**config.mk**
```make
export PLATFORM = sky130hd
export DESIGN_NAME = svr_phase
export DESIGN_NICKNAME = d
export VERILOG_FILES = /design/src/rtl/core/axis_select_vector_rotator_top_macros.svh /design/src/rtl/core/svr_pkg.sv /design/src/rtl/core/svr_phase.sv
export SDC_FILE = /design/constraint.sdc
export NUM_CORES = 1
export LEC_CHECK = 0
export ABC_AREA = 1
export BUFFER_PORTS_ARGS = -buffer_cell sky130_fd_sc_hd__buf_2
export CORE_UTILIZATION = 64
export CTS_CLUSTER_SIZE = 30
export DETAILED_ROUTE_END_ITERATION = 10
export PLACE_DENSITY = 0.9
export SLEW_MARGIN = 20
export SYNTH_ARGS = -nofsm -noshare
export SYNTH_HDL_FRONTEND = slang
export SYNTH_SLANG_ARGS = --single-unit
```
**constraint.sdc**
```tcl
create_clock -name aclk -period 9.6 [get_ports aclk]
set_input_delay 0.96 -clock aclk [delete_from_list [all_inputs] [get_ports aclk]]
set_output_delay 0.96 -clock aclk [all_outputs]
set_load 0.02 [all_outputs]
```
**src/rtl/core/axis_select_vector_rotator_top_macros.svh**
```systemverilog
// ----------------------------------------------------------------------------
// assertion macros for the vector rotator
// used by the top module to check its handshake, stall and reset behaviour
// ----------------------------------------------------------------------------
`ifndef AXIS_SELECT_VECTOR_ROTATOR_TOP_MACROS_SVH
`define AXIS_SELECT_VECTOR_ROTATOR_TOP_MACROS_SVH

// property that must hold while out of reset
`define SVR_ASSERT(label, prop, msg) \
    label: assert property (@(posedge aclk) disable iff (!aresetn) (prop)) \
        else $error(msg);

// property that must hold on every edge, reset included
`define SVR_ASSERT_ALWAYS(label, prop, msg) \
    label: assert property (@(posedge aclk) (prop)) else $error(msg);

`endif

```
**src/rtl/core/svr_pkg.sv**
```systemverilog
// ----------------------------------------------------------------------------
// svr_pkg
// types, constants and tables shared by the vector rotator modules
// ----------------------------------------------------------------------------
package svr_pkg;

    localparam int COORD_BITS      = 32;
    localparam int CORDIC_STAGES   = 24;
    localparam int ANGLE_BITS      = 18;
    localparam int TRIG_FRAC       = 30;
    localparam int TRIG_BITS       = 33;
    localparam int PHASE_BITS      = 32;
    localparam int FULL_TURN_UNITS = 92160;
    localparam int MAX_STAGES      = 32;

    localparam logic signed [TRIG_BITS-1:0] CORDIC_GAIN = 33'sh26DD3B6A;

    typedef struct packed {
        logic signed [ANGLE_BITS-1:0] angle;
        logic                         use_x_axis;
        logic                         use_y_axis;
        logic                         use_z_axis;
        logic signed [COORD_BITS-1:0] vec_x;
        logic signed [COORD_BITS-1:0] vec_y;
        logic signed [COORD_BITS-1:0] vec_z;
    } in_item_t;

    typedef struct packed {
        logic signed [COORD_BITS-1:0] out_x;
        logic signed [COORD_BITS-1:0] out_y;
        logic signed [COORD_BITS-1:0] out_z;
        logic                         saturated;
    } out_item_t;

    // valid and ready of the output handshake in the top module
    typedef struct packed {
        logic valid;
        logic ready;
    } flow_t;

    function automatic logic [PHASE_BITS-1:0] atan_entry(input int idx);
        logic [PHASE_BITS-1:0] tab [MAX_STAGES];
        tab = '{
            32'h20000000, 32'h12E4051E, 32'h09FB385B, 32'h051111D4,
            32'h028B0D43, 32'h0145D7E1, 32'h00A2F61E, 32'h00517C55,
            32'h0028BE53, 32'h00145F2F, 32'h000A2F98, 32'h000517CC,
            32'h00028BE6, 32'h000145F3, 32'h0000A2FA, 32'h0000517D,
            32'h000028BE, 32'h0000145F, 32'h00000A30, 32'h00000518,
            32'h0000028C, 32'h00000146, 32'h000000A3, 32'h00000051,
            32'h00000029, 32'h00000014, 32'h0000000A, 32'h00000005,
            32'h00000003, 32'h00000001, 32'h00000001, 32'h00000000
        };
        return tab[idx];
    endfunction

endpackage

```
**src/rtl/core/svr_phase.sv**
```systemverilog
// ----------------------------------------------------------------------------
// svr_phase
// reduces the angle modulo one turn and scales it to a 32-bit phase
// ----------------------------------------------------------------------------
module svr_phase (
    input  logic                                   aclk,
    input  logic                                   adv,
    input  logic signed [svr_pkg::ANGLE_BITS-1:0]  angle,
    output logic [svr_pkg::PHASE_BITS-1:0]         phase_reg
);

    localparam int RED_BITS     = 17;
    localparam int ANGLE_BITS_P = svr_pkg::ANGLE_BITS;
    localparam int TURN_DIV     = 45;
    localparam int FRAC_BITS    = 21;
    localparam int QUO_BITS     = svr_pkg::PHASE_BITS - FRAC_BITS;
    localparam int REM_BITS     = 6;
    localparam int RECIP_SHIFT  = 22;
    localparam int PROD_BITS    = 2 * RED_BITS;
    // ceil(2^22 / 45), exact quotient over the reduced range
    localparam logic [RED_BITS-1:0] RECIP =
        RED_BITS'((64'd1 << RECIP_SHIFT) / TURN_DIV + 1);

    logic [RED_BITS-1:0]        red_reg;
    logic [RED_BITS-1:0]        red_next;
    logic signed [ANGLE_BITS_P:0] wide;
    logic [PROD_BITS-1:0]       prod;
    logic [QUO_BITS-1:0]        quo;
    logic [RED_BITS-1:0]        rem_wide;
    logic [REM_BITS-1:0]        rem;
    logic [FRAC_BITS-1:0]       frac_tab [TURN_DIV];
    logic [FRAC_BITS-1:0]       frac;

    // angle lies in [-131072, 131071]: at most two turn corrections
    always_comb begin
        wide = {angle[ANGLE_BITS_P-1], angle};
        if (wide < 0) begin
            wide = wide + (ANGLE_BITS_P+1)'(svr_pkg::FULL_TURN_UNITS);
            if (wide < 0) begin
                wide = wide + (ANGLE_BITS_P+1)'(svr_pkg::FULL_TURN_UNITS);
            end
        end else if (wide >= (ANGLE_BITS_P+1)'(svr_pkg::FULL_TURN_UNITS)) begin
            wide = wide - (ANGLE_BITS_P+1)'(svr_pkg::FULL_TURN_UNITS);
        end
        red_next = wide[RED_BITS-1:0];
    end

    // rounded fraction of one 2^21 step for each remainder
    for (genvar m = 0; m < TURN_DIV; m++) begin : g_frac
        assign frac_tab[m] =
            FRAC_BITS'(((longint'(m) << FRAC_BITS) + longint'(TURN_DIV / 2)) / TURN_DIV);
    end

    // split by 45 through reciprocal, remainder picks the fraction
    always_comb begin
        prod     = PROD_BITS'(red_reg) * PROD_BITS'(RECIP);
        quo      = prod[RECIP_SHIFT +: QUO_BITS];
        rem_wide = red_reg - RED_BITS'(quo) * RED_BITS'(TURN_DIV);
        rem      = rem_wide[REM_BITS-1:0];
        frac     = frac_tab[rem];
    end

    always_ff @(posedge aclk) begin
        if (adv) begin
            red_reg   <= red_next;
            phase_reg <= {quo, frac};
        end
    end

endmodule

```
==> impl_metrics.ini <==
[floorplanning]
dieWidth_um = 117
die_y_um = 117
core-area_sq_um = 12800
initial_core_util = 0.664
dieArea_sq_um = 13700
ios = 52
rows = 41

[global_route]
grt_max_degree = 46
grt_antenna_before_repair = 0
grt.total_usage = 0.324
grt_pass1_vias = 7135
grt_pass1_wl_um = 33700
overflow = 0

[setup_path]
crit_family = adder cells
r2r_start = red_reg[9]
worst_path_max_delay_cell = fa_1
required_ns = 9.66
start_kind = register
cp_slowest_stage_delay_ns = 0.57
critPathBufInv = 8
path_depth = 37
crit_start = red_reg[9]
cp.arrival_ns = 8.93
endpoint = phase_reg[4]
timing.critical_path.fanout_max = 17
worstSetupEndpointType = register
rr_worst_depth = 37
r2r_setup_slack_ns = 0.73
critPathKind = register to register
reg2reg_to = phase_reg[4]
cp_common_cell = inv_1

[cts]
cts_root_buffer = clkbuf_16
cts_buffer_depth = 2
clk_latency_ns = 0.29
post_cts_resized = 0
post_cts_buffers = 0
cts_sinks = 45
cts_inserted_buffers = 5
ctsHoldBuffers = 0
htreeDepth = 2
cts_tree = built
clkTransAtPathRegs_ns = 0.07

[timing]
clock_skew_ns = 0.00730
worstMarginPinSlew_ns = 0.850
final-setup-viol-count = 0
rsz0062_at_grt = no
clock.fmax_mhz = 113
hold_viol = 0
totalNegativeSetupSlack_ns = 0
final_max_slew_viol_count = 0
period_minus_slack_ns = 8.87
slew_headroom = 0.431
fin_crit_sh = 0.924

[synth]
yosysWarnings = 0
synthesis.nets = 1317
synth-seq-cells = 45
netlist_instances = 1051
synth.avg_cell_area_sq_um = 8.07
ys_seq_area_frac = 0.159
yosysUniqueCellTypes = 38
netlist_area_sq_um = 8490

[finish]
multi_input_area_sq_um = 6030
regArea_sq_um = 1350
drive_gt1_frac = 0.0693
final_common_cell = inv_1
stdcell_area_sq_um = 9030
area_growth_pct = 6.38
final_cell_mix = 267 x inv_1, 214 x nand2_1, 158 x ha_1, 88 x fa_1
fin_nets = 1362
stdcell_count = 1268
num_antenna_cells = 0
fill_cells = 990
largest_reg_flops = 28

[routing]
vias = 7010
viasPerCell = 5.53
drt-pass1-iter-count = 8
routed_wl_um = 20100
drtIter0Drc = 494
ant_nets = 0
drc = 0
avgRoutedWirePerCell_um = 15.8

[place]
placed_cell_area_sq_um = 8870
hpwl_um = 16500
dp.cells = 1260
gp_congestion = 1.03
io_buffers = 51

[status]
status = completed

[hold_path]
min_path_type = input pin to register
min_path_cells = 1

[run]
maxCapViolations = 0
-- synth_stat cells (all sizes together) --
master,instances,area (sq um)
a21o,2,15.0
a21oi,40,200
a31o,1,8.76
a31oi,3,18.8
buf,15,97.6
clkbuf,1,3.75
edfxtp,45,1350
fa,88,1760
ha,158,1980
inv,268,1010
nand2,218,838
nand3,44,243
nand3b,4,30.0
nand4,6,37.5
nor2,50,190
nor3,4,20.0
nor3b,1,12.5
nor4,1,6.26
o211a,1,10.0
o211ai,8,60.1
o21a,2,15.0
o21ai,51,255
o21bai,2,15.0
o221ai,3,26.3
o22ai,1,6.26
o31ai,2,15.0
or2,6,37.5
xnor2,10,87.6
xor2,16,140
-- per-stage QoR --
stage                     worst slack (ns)   util  hold slack (ns)
final                                0.726  0.707            0.837
after global placement                1.09  0.694             1.14
after detailed placement             0.893  0.694             1.14
after floorplan                       1.83      -             1.01
after global routing                 0.181  0.707            0.835
after CTS                            0.828  0.705            0.837
-- area by class of cell --
| type | instances | share of cell area |
|---|---|---|
| clock buffer | 6 | 0.0143 |
| inverter | 268 | 0.111 |
| clock inverter | 1 | 0.000970 |
| sequential | 45 | 0.150 |
| tap | 172 | 0.0238 |
| timing repair buffer | 54 | 0.0322 |
| multi-input combinational | 722 | 0.668 |
-- per-layer routing --
layer  GRT usage  wire length [um]
met2       0.533              9420
met5           0                 0
met4       0.143               804
met3      0.0541              1330
met1       0.422              8510
-- worst min path at each step --
stage,startpoint,to,slack [ns]
6_report,angle[0],red_reg[0],0.84
5_1_grt,angle[3],red_reg[3],0.84
4_1_cts,angle[8],red_reg[8],0.84
3_5_place_dp,angle[3],red_reg[3],1.14
3_3_place_gp,angle[0],red_reg[0],1.14
2_1_floorplan,red_reg[0],phase_reg[9],1.01
-- cells by family (layout without fill, tap and decap cells) --
kind of cell,count (synthesis),count (layout),share of synthesized area
AOI/OAI and AO/OA,116,116,0.0761
buffers and inverters,284,329,0.130
and+or+nand+nor,334,334,0.167
DFF,45,45,0.159
xor gates and xnor gates,26,26,0.0268
adders and majority gates,246,246,0.441
Power is not shown: default switching activity piles up to over one toggle a cycle in this logic, so the estimate is an artifact.
